## src/smt_pkg.sv

```systemverilog
// sorted multiset table: shared constants and the cell command type
// no dependencies; used by the top level and by the cell
`timescale 1ns / 1ps

package smt_pkg;

   // default number of table entries
   localparam int TABLE_DEPTH = 16;

   // width of one stored value and of the result occupancy field
   localparam int VALUE_W = 32;
   localparam int OCC_W   = 5;

   // request kinds carried on req_tuser
   localparam logic OP_INSERT = 1'b0;
   localparam logic OP_REMOVE = 1'b1;

   // command broadcast from the controller to every cell
   typedef struct packed {
      logic                      capture; // register compare flags against value
      logic                      insert;  // open a slot at the boundary and write value
      logic                      remove;  // close the slot at the boundary
      logic                      found;   // boundary cell matched the value
      logic signed [VALUE_W-1:0] value;   // request operand
   } cell_cmd_type;

endpackage

```

## src/sorted_multiset_table_top.sv

```systemverilog
// sorted multiset table: controller, result register and the chain of cells
// depends on smt_pkg and smt_cell
`timescale 1ns / 1ps

//  channel | ports      | tdata (low bit up)                         | tuser
//  request | req_t*     | value[31:0]                                | operation
//  result  | rsp_t*     | ok, occupancy[4:0], is_empty, smallest[31:0], zero fill to 40 | none
//
// each request has two steps: in the accept cycle every cell compares its entry
// with the operand; in the update state every cell shifts by one place at once
// a new request is taken the cycle after the update, while the result waits
// the update cycle waits while the result register is still full and stalled
// reset empties the table; the stored values are left as they are

module sorted_multiset_table_top #(
   parameter int TABLE_DEPTH = smt_pkg::TABLE_DEPTH
) (
   input  logic        clock,
   input  logic        reset,
   input  logic        req_tvalid,
   output logic        req_tready,
   input  logic [31:0] req_tdata,   // value[31:0]
   input  logic [0:0]  req_tuser,   // operation
   output logic        rsp_tvalid,
   input  logic        rsp_tready,
   output logic [39:0] rsp_tdata    // ok, occupancy[4:0], is_empty, smallest[31:0], zero fill
);

   localparam int CW = $clog2(TABLE_DEPTH + 1);
   localparam int VW = smt_pkg::VALUE_W;

   typedef enum logic {
      S_IDLE,
      S_UPDATE
   } state_type;

   state_type             state_ff;
   state_type             state_in;
   logic [CW-1:0]         count_ff;
   logic [CW-1:0]         count_in;
   logic                  op_ff;
   logic signed [VW-1:0]  operand_ff;
   logic                  rsp_valid_ff;
   logic                  rsp_valid_in;
   logic                  ok_ff;
   logic                  ok_in;
   logic [CW+4:0]         count_wide;
   logic signed [VW-1:0]  smallest_ff;
   logic signed [VW-1:0]  smallest_in;
   logic                  accept;
   logic                  commit;
   logic                  full;
   logic                  found;
   smt_pkg::cell_cmd_type cmd;

   logic [TABLE_DEPTH-1:0]        lt_vec;
   logic [TABLE_DEPTH-1:0]        hit_vec;
   logic signed [VW-1:0]          entry_vec [TABLE_DEPTH];
   logic signed [VW-1:0]          next_vec  [TABLE_DEPTH];

   // handshake and update strobes
   assign req_tready = (state_ff == S_IDLE);
   assign accept     = req_tvalid && req_tready;
   assign commit     = (state_ff == S_UPDATE) && (!rsp_valid_ff || rsp_tready);
   assign full       = (count_ff == CW'(TABLE_DEPTH));
   assign found      = |hit_vec;

   // command broadcast to the cells
   always_comb begin
      cmd.capture = accept;
      cmd.insert  = commit && (op_ff == smt_pkg::OP_INSERT) && !full;
      cmd.remove  = commit && (op_ff == smt_pkg::OP_REMOVE);
      cmd.found   = found;
      cmd.value   = (state_ff == S_IDLE) ? $signed(req_tdata[VW-1:0]) : operand_ff;
   end

   // chain of cells
   for (genvar i = 0; i < TABLE_DEPTH; i++) begin : g_cell
      logic                 left_lt;
      logic signed [VW-1:0] left_entry;
      logic signed [VW-1:0] right_entry;

      if (i == 0) begin : g_head
         assign left_lt    = 1'b1;
         assign left_entry = operand_ff;
      end else begin : g_body
         assign left_lt    = lt_vec[i-1];
         assign left_entry = entry_vec[i-1];
      end

      if (i == TABLE_DEPTH - 1) begin : g_tail
         assign right_entry = entry_vec[i];
      end else begin : g_inner
         assign right_entry = entry_vec[i+1];
      end

      smt_cell #(
         .INDEX (i),
         .CW    (CW)
      ) u_cell (
         .clock       (clock),
         .cmd         (cmd),
         .update      (commit),
         .count       (count_ff),
         .left_lt     (left_lt),
         .left_entry  (left_entry),
         .right_entry (right_entry),
         .lt          (lt_vec[i]),
         .hit         (hit_vec[i]),
         .entry       (entry_vec[i]),
         .entry_next  (next_vec[i])
      );
   end

   // next state, count and result
   always_comb begin
      state_in     = state_ff;
      count_in     = count_ff;
      rsp_valid_in = rsp_valid_ff;
      ok_in        = ok_ff;
      smallest_in  = smallest_ff;
      if (rsp_valid_ff && rsp_tready) begin
         rsp_valid_in = 1'b0;
      end
      unique case (state_ff)
         S_IDLE: begin
            if (accept) begin
               state_in = S_UPDATE;
            end
         end
         S_UPDATE: begin
            if (commit) begin
               if (cmd.insert) begin
                  count_in = count_ff + 1'b1;
               end else if (cmd.remove && found) begin
                  count_in = count_ff - 1'b1;
               end
               ok_in        = cmd.insert || (cmd.remove && found);
               smallest_in  = (count_in == '0) ? '0 : next_vec[0];
               rsp_valid_in = 1'b1;
               state_in     = S_IDLE;
            end
         end
         default: state_in = S_IDLE;
      endcase
   end

   // control and result registers
   always_ff @(posedge clock) begin
      if (reset) begin
         state_ff     <= S_IDLE;
         count_ff     <= '0;
         rsp_valid_ff <= 1'b0;
      end else begin
         state_ff     <= state_in;
         count_ff     <= count_in;
         rsp_valid_ff <= rsp_valid_in;
      end
      if (accept) begin
         op_ff      <= req_tuser[0];
         operand_ff <= $signed(req_tdata[VW-1:0]);
      end
      ok_ff       <= ok_in;
      smallest_ff <= smallest_in;
   end

   // result packing; occupancy wraps modulo 32 for deep tables
   assign count_wide = {5'b0, count_ff};
   assign rsp_tvalid = rsp_valid_ff;
   assign rsp_tdata  = {1'b0, smallest_ff, (count_ff == '0),
                        count_wide[smt_pkg::OCC_W-1:0], ok_ff};

endmodule

```

## src/smt_cell.sv

```systemverilog
// sorted multiset table: one cell of the sorted chain
// depends on smt_pkg
`timescale 1ns / 1ps

module smt_cell #(
   parameter int INDEX = 0,
   parameter int CW    = 5
) (
   input  logic                                clock,
   input  smt_pkg::cell_cmd_type               cmd,
   input  logic                                update,
   input  logic [CW-1:0]                       count,
   input  logic                                left_lt,
   input  logic signed [smt_pkg::VALUE_W-1:0]  left_entry,
   input  logic signed [smt_pkg::VALUE_W-1:0]  right_entry,
   output logic                                lt,
   output logic                                hit,
   output logic signed [smt_pkg::VALUE_W-1:0]  entry,
   output logic signed [smt_pkg::VALUE_W-1:0]  entry_next
);

   logic                               occupied;
   logic                               lt_ff;
   logic                               lt_in;
   logic                               eq_ff;
   logic                               eq_in;
   logic signed [smt_pkg::VALUE_W-1:0] entry_ff;
   logic signed [smt_pkg::VALUE_W-1:0] entry_in;

   // compare the stored entry against the broadcast operand
   always_comb begin
      occupied = (count > CW'(INDEX));
      lt_in    = occupied && (entry_ff < cmd.value);
      eq_in    = occupied && (entry_ff == cmd.value);
   end

   // this cell is the first one not below the operand and holds an equal value
   assign hit = left_lt && !lt_ff && eq_ff;

   // shift towards the tail on insert, towards the head on a remove that found the value
   always_comb begin
      entry_in = entry_ff;
      if (cmd.insert && !lt_ff) begin
         entry_in = left_lt ? cmd.value : left_entry;
      end else if (cmd.remove && cmd.found && !lt_ff) begin
         entry_in = right_entry;
      end
   end

   // compare flags and stored value
   always_ff @(posedge clock) begin
      if (cmd.capture) begin
         lt_ff <= lt_in;
         eq_ff <= eq_in;
      end
      if (update) begin
         entry_ff <= entry_in;
      end
   end

   assign lt         = lt_ff;
   assign entry      = entry_ff;
   assign entry_next = entry_in;

endmodule

```

## config.mk

```make
export PLATFORM = sky130hd
export DESIGN_NAME = sorted_multiset_table_top
export DESIGN_NICKNAME = d
export VERILOG_FILES = /design/src/smt_pkg.sv /design/src/sorted_multiset_table_top.sv /design/src/smt_cell.sv
export SDC_FILE = /design/constraint.sdc
export NUM_CORES = 2
export LEC_CHECK = 0
export ABC_AREA = 0
export BUFFER_PORTS_ARGS = -buffer_cell sky130_fd_sc_hd__buf_2
export CORE_ASPECT_RATIO = 0.6
export CORE_MARGIN = 8
export CORE_UTILIZATION = 30
export CTS_CLUSTER_SIZE = 8
export DETAILED_ROUTE_END_ITERATION = 12
export PLACE_DENSITY = 0.44
export SYNTH_ARGS = -nofsm -noshare
export SYNTH_HDL_FRONTEND = slang
export SYNTH_SLANG_ARGS = --single-unit
```

## constraint.sdc

```tcl
create_clock -name clock -period 5.89 [get_ports clock]
set_input_delay 0.8835 -clock clock [delete_from_list [all_inputs] [get_ports clock]]
set_output_delay 0.8835 -clock clock [all_outputs]
set_load 0.02 [all_outputs]
```

# ---- Word-level counts from Yosys, hierarchy flattened
# Cells that the tools add are included.
dict set report totals {
  ff_bits 617
  input_bits 37
  output_inout_bits 42
  wordCells 318
}
dict set report op_classes {
  add_sub_neg 2
  n_lt_le_gt_ge 32
  eq_ne 17
  n_mux 56
  n_bitwise 2
  n_reduce_logical 154
}
# operator n
set ops {}
lappend ops {{32-bit 2-to-1 mux} 46}
lappend ops {{32-bit == test} 16}
lappend ops {{32-bit < comparator} 16}
lappend ops {{1-bit logical AND} 101}
lappend ops {{5-bit by 4-bit greater-than comparator with 1-bit output (second input constant)} 8}
lappend ops {{2-bit AND reduction} 16}
lappend ops {{2-bit nonzero test} 14}
lappend ops {{5-bit by 3-bit greater-than comparator with 1-bit output (second input constant)} 4}
lappend ops {{5-bit 2-to-1 mux} 4}
lappend ops {{1-bit logical NOT} 18}
lappend ops {{16-bit OR reduction} 1}
lappend ops {{5-bit by 1-bit greater-than comparator with 1-bit output (second input constant)} 2}
lappend ops {{5-bit by 2-bit greater-than comparator with 1-bit output (second input constant)} 2}
lappend ops {{5-bit logical NOT} 2}
lappend ops {{5-bit by 1-bit adder with 5-bit output (second input constant)} 1}
lappend ops {{5-bit == test (second input constant)} 1}
lappend ops {{1-bit 2-to-1 mux} 5}
lappend ops {{5-bit by 1-bit subtractor with 5-bit output (second input constant)} 1}
lappend ops {{1-bit logical OR} 2}
lappend ops {{1-bit NOT} 2}
lappend ops {{1-bit one-hot mux with 2 select lines} 1}

# ---- Depth between registers and ports, before layout
dict set report depth {
  ltp_word 10
  ltp_mapped 13
  ltp_nobuf 10
}

# ---- Modules after synthesis
# A second synthesis with hierarchy kept.
dict set report hier_totals {
  cells_unflattened 5636
  hier_area_um2 49080.8
}
# module instances cells_per_inst area_per_inst_um2 seq_area_each_um2
set modules_own_cells {}
lappend modules_own_cells {{smt_cell at g_cell[14].u_cell ...} 2 341 2865.2 1021.0}
lappend modules_own_cells {{smt_cell at g_cell[11].u_cell ...} 2 337 2840.2 1021.0}
lappend modules_own_cells {sorted_multiset_table_top 1 218 3403.3 2122.0}
lappend modules_own_cells {{smt_cell at g_cell[0].u_cell} 1 342 2871.5 1021.0}
lappend modules_own_cells {{smt_cell at g_cell[2].u_cell} 1 341 2871.5 1021.0}
lappend modules_own_cells {{smt_cell at g_cell[12].u_cell} 1 342 2869.0 1021.0}
lappend modules_own_cells {{smt_cell at g_cell[13].u_cell} 1 341 2862.7 1021.0}
lappend modules_own_cells {{smt_cell at g_cell[4].u_cell} 1 337 2860.2 1021.0}
lappend modules_own_cells {{smt_cell at g_cell[9].u_cell} 1 337 2859.0 1021.0}
lappend modules_own_cells {{smt_cell at g_cell[10].u_cell} 1 337 2850.2 1021.0}
lappend modules_own_cells {{smt_cell at g_cell[15].u_cell} 1 339 2850.2 1021.0}
lappend modules_own_cells {{smt_cell at g_cell[8].u_cell} 1 337 2849.0 1021.0}
lappend modules_own_cells {{smt_cell at g_cell[5].u_cell} 1 336 2842.7 1021.0}
lappend modules_own_cells {{smt_cell at g_cell[1].u_cell} 1 336 2841.5 1021.0}
lappend modules_own_cells {{smt_cell at g_cell[7].u_cell} 1 337 2839.0 1021.0}

# ---- Least setup slack after synthesis
# No wires, ideal clock.
dict set report synth_timing {
  kind {input-to-reg}
  start {input rsp_tready}
  end {register g_cell[13].u_cell.entry_ff, in the netlist g_cell[13].u_cell.entry[0], enable pin}
  setup_ns 0.421
  t_arrival_ns 4.188
  required_time_ns 5.469
  path_slack_ns 1.281
  stages 8
  n_path_buf 2
  cell_sequence {nand2b_1 -> and2_1 -> buf_2 -> nand2_1 -> a21oi_1 -> nor2_1 -> clkbuf_1 -> nor2_1}
}
dict set report synth_via {
  elab_chain_len 7
  word_cells_on_any_way 10
  cone_classes {10 x reduce/logical}
}
# element line
set synth_lines {}
lappend synth_lines {{from (decl)} sorted_multiset_table_top.sv:25} ;# input logic rsp_tready,
lappend synth_lines {{1-bit logical OR *} sorted_multiset_table_top.sv:64} ;# assign commit = (state_ff == S_UPDATE) && (!rsp_valid_ff || rsp_tready);
lappend synth_lines {{1-bit logical AND *} sorted_multiset_table_top.sv:64}
lappend synth_lines {{via commit} sorted_multiset_table_top.sv:51} ;# logic commit;
lappend synth_lines {{1-bit logical AND (on tied branches)} {sorted_multiset_table_top.sv:72, sorted_multiset_table_top.sv:71}}
lappend synth_lines {{1-bit logical AND (on tied branches)} --}
lappend synth_lines {{1-bit logical AND (on tied branches)} {smt_cell.sv:45, smt_cell.sv:43}}
lappend synth_lines {{2-bit nonzero test (no line)} --}
lappend synth_lines {{2-bit AND reduction (no line) *} --}
lappend synth_lines {{to (signal assigned)} smt_cell.sv:57} ;# entry_ff <= entry_in;
lappend synth_lines {{to (decl)} smt_cell.sv:27} ;# logic signed [smt_pkg::VALUE_W-1:0] entry_ff;
# The timed path passes the listed nets; every way through them passes the cells marked *.
# A chain may end at the register's enable or synchronous reset.

# ---- Final worst setup path
dict set report layout_timing {
  start {register state_ff}
  end {register g_cell[1].u_cell.lt_ff, data pin}
}
dict set report layout_via {
  elab_chain_len 3
}
# element line
set layout_lines {}
lappend layout_lines {{from (decl)} sorted_multiset_table_top.sv:37} ;# state_type state_ff;
lappend layout_lines {{from (signal assigned)} sorted_multiset_table_top.sv:155} ;# state_ff <= state_in;
lappend layout_lines {{32-bit 2-to-1 mux} sorted_multiset_table_top.sv:74} ;# cmd.value = (state_ff == S_IDLE) ? $signed(req_tdata[VW-1:0]) : operand_ff;
lappend layout_lines {{32-bit < comparator} smt_cell.sv:33} ;# lt_in = occupied && (entry_ff < cmd.value);
lappend layout_lines {{1-bit logical AND} smt_cell.sv:33}
lappend layout_lines {{via g_cell[1].u_cell.lt_in} smt_cell.sv:24} ;# logic lt_in;
lappend layout_lines {{to (signal assigned)} smt_cell.sv:53} ;# lt_ff <= lt_in;
lappend layout_lines {{to (decl)} smt_cell.sv:23} ;# logic lt_ff;
# The timed path passes the listed nets, and every way through them passes these cells.

==> reports/metrics.csv <==
stage,metric,value,unit
run_status,outcome,"finished, final reports clean",
clocking,cts_resized,0,
synth,ys_ff_latch,617,
route,drcViolationCount,0,
synth,synth_fp_nets,4861,
timing,setup_viol,0,
grt,grt_pass1_wl,207000,um
layout,final_common_cell,o21ai_0,
floorplanning,dieArea,149000,um^2
critical_path,endpoint_kind,register,
hold_path,hold_path_class,in2reg,
grt,grt_usage,18.0,%
layout,final_cell_mix,"960 x o21ai_0, 929 x nand2_1, 610 x edfxtp_1, 517 x ha_1, 186 x a21o_1",
synth,synth.top_cell.area_share,44.8,%
pwr,ir_drop,0.201,mV
synth,async_flop_share,0,%
timing,whs,0.381,ns
placed_design,dpl.hpwl,105000,um
grt,grt_pass1_vias,31000,
layout,fin_util,34.1,%
clocking,clkTransAtPathRegs,0.05,ns
route,wl_per_cell,22.2,um
clocking,htreeDepth,3,
critical_path,required,6.42,ns
route,wl,137000,um
layout,drive_gt1_share,8.80,%
critical_path,worstPathMaxFanout,25,
route,dr.pass1.iters,5,
route,via_per_inst,5.29,
timing,final_hold_viol_count,0,
critical_path,rr_startpoint,state_ff,
grt,overflow,0,
route,ant_nets,0,
synth,ys_types,63,
pwr,p_leak,0.0187,uW
critical_path,start_kind,register,
run,drv_cap,0,
clocking,cts_setup_buffers,0,
clocking,cts_tree,yes,
layout,num-fill-cells,14000,
synth,synthesis.area,40900,um^2
floorplanning,core-area,136000,um^2
critical_path,path_class,reg2reg,
clocking,insertion_delay,0.70,ns
synth,yosys_most_used_dff,edfxtp_1,
synth,synthTopCellsByArea,"edfxtp_1 45%, ha_1 16%, o21ai_0 12%, nand2_1 8.5%, a21o_1 3.4%",
hold_path,min-delay-start,req_tuser,
critical_path,cp-startpoint,state_ff,
timing,slew_headroom,11.3,%
synth,ys_warn_count,0,
clocking,cts_root_buffer,clkbuf_16,
timing,clock_skew,0.0207,ns
synth,yosys.area.top_type,edfxtp_1,
critical_path,r2r_cells,9,
grt,grt_max_degree,67,
timing,grt_setup_unrepaired,false,
timing,final.period_utilization,84.0,%
timing,worst_slew_pin_slew,1.32,ns
pwr,totalPowerFinal,13100,uW
synth,syn_inst,4307,
placed_design,gp_congestion,0.829,
clocking,holdBufCountCts,0,
floorplanning,rows,105,
timing,slew_violations,0,
pwr,power_density,283,nW/um^2
timing,min_period,4.95,ns
clocking,numCtsBuffers,87,
route,via_count,32600,
floorplanning,io-pin-count,79,
layout,stdcell_area,46400,um^2
layout,finalNetCount,4883,
clocking,clock_sinks,617,
hold_path,hold_depth,1,
clocking,cts_buffer_depth,3,
synth,postSynthAreaPerCell,9.50,um^2
synth,synth_seq_area_share,45.1,%
floorplanning,fp.dieH,302,um
route,drt_iter0_markers,3141,
placed_design,io_buffers,77,
placed_design,place_area,44100,um^2
critical_path,arrival,5.48,ns
synth,synth_edf_count,610,
layout,syn2layout_area_growth,13.4,%
timing,fmax,202,MHz
floorplanning,initial_core_util,30.1,%
grt,antenna_found_initial,6,
timing,fin_setup_tns,0,ns
floorplanning,die_x,493,um
-- synthesized netlist by cell type (all sizes together), types with 2 or more instances --
cell type / instances
a221oi: 6
nor4: 20
and3: 3
nand3: 18
nand3b: 8
a2111oi: 4
buf: 36
o21ai: 962
nor3b: 3
xnor2: 2
nor3: 11
o22ai: 9
and4b: 4
o21a: 20
a21boi: 34
nand4b: 4
inv: 38
o221ai: 2
dfxtp: 7
or3: 7
nand4: 115
o31ai: 3
mux2i: 97
edfxtp: 610
o211ai: 9
a211oi: 11
ha: 517
a21oi: 173
a21o: 186
nor2: 121
or4b: 2
o41ai: 3
nand2b: 20
nand2: 929
nor4b: 3
mux2: 10
clkbuf: 224
nor2b: 28
and2: 5
a31oi: 9
o21bai: 4
or2: 11
and4: 8
-- path summary, 6_finish.rpt --
kind / endpoint / slack (ns)
worst min-delay path: op_ff / 0.38
worst max register to register: g_cell[1].u_cell.lt / 0.94
worst min register to register: rsp_tvalid / 0.53
worst max-delay path: g_cell[1].u_cell.lt / 0.94
-- metal layers --
layer | routed length (um) | global-route usage (%) | part of all wire, %
met2 | 45900 | 20.8 | 33
met5 | 0 | 0 | 0
met1 | 79100 | 31.7 | 58
met4 | 1690 | 2.86 | 1.2
met3 | 10600 | 4.32 | 7.7
-- critical path, stage by stage, from the launching register on --
cell	delay (ns)
dfxtp_4	0.89
buf_4	0.53
mux2i_4	0.67
buf_4	0.30
ha_1	0.20
nand4_1	0.30
nor4_1	1.15
o21ai_0	0.35
a21o_1	0.27
a2bb2oi_1	0.12
-- where the power goes --
part	switching, uW	leakage, uW	total, uW	internal (uW)
combinational	1890	0.0119	2880	989
clock	2100	0.00115	4770	2670
sequential	252	0.00571	5490	5240
-- kinds of logic (layout without fill, tap and decap cells) --
| family | Yosys count | in the layout | synth area share [%] |
|---|---|---|---|
| AND/OR/NAND/NOR | 1323 | 1323 | 14.0 |
| XOR/XNOR | 2 | 2 | 0.0428 |
| flip-flops | 617 | 617 | 45.1 |
| multiplexers | 107 | 107 | 2.65 |
| other | 1 | 4 | 0.00916 |
| AO/OA/AOI/OAI | 1442 | 1442 | 19.6 |
| adder cells (fa/ha/maj) | 517 | 517 | 15.8 |
| buffers and inverters | 298 | 342 | 2.85 |
-- flip-flops by register name, summed over array words and instances (netlist names) --
name and cells:
rsp_tvalid 1, g_cell.u_cell.lt 16, ok_ff 1, state_ff 1, op_ff 1, g_cell.left_entry 32
g_cell.u_cell.eq_ff 16, count_ff 5, smallest_ff 32, g_cell.u_cell.entry 512
-- stage by stage --
| step | setup slack [ns] | instances |
|---|---|---|
| 2_1_floorplan | 1.28 | 4307 |
| 3_3_place_gp | 0.756 | 6059 |
| 3_5_place_dp | 0.817 | 6059 |
| 4_1_cts | 0.816 | 6170 |
| 5_1_grt | 0.653 | 6171 |
| 6_report | 0.942 | 6173 |
-- layout make-up --
cell class / instances / area [um^2] / share of cell area [%]
clock buffers: 104 / 2260 / 4.87
clock inverters: 7 / 95.1 / 0.205
repair buffers: 193 / 1290 / 2.79
inverters: 38 / 143 / 0.307
well taps: 1819 / 2280 / 4.90
diodes: 3 / 7.51 / 0.0162
multi-input cells: 3392 / 21900 / 47.2
flip-flops and latches: 617 / 18500 / 39.8
Power figures use the tool's default switching activity.
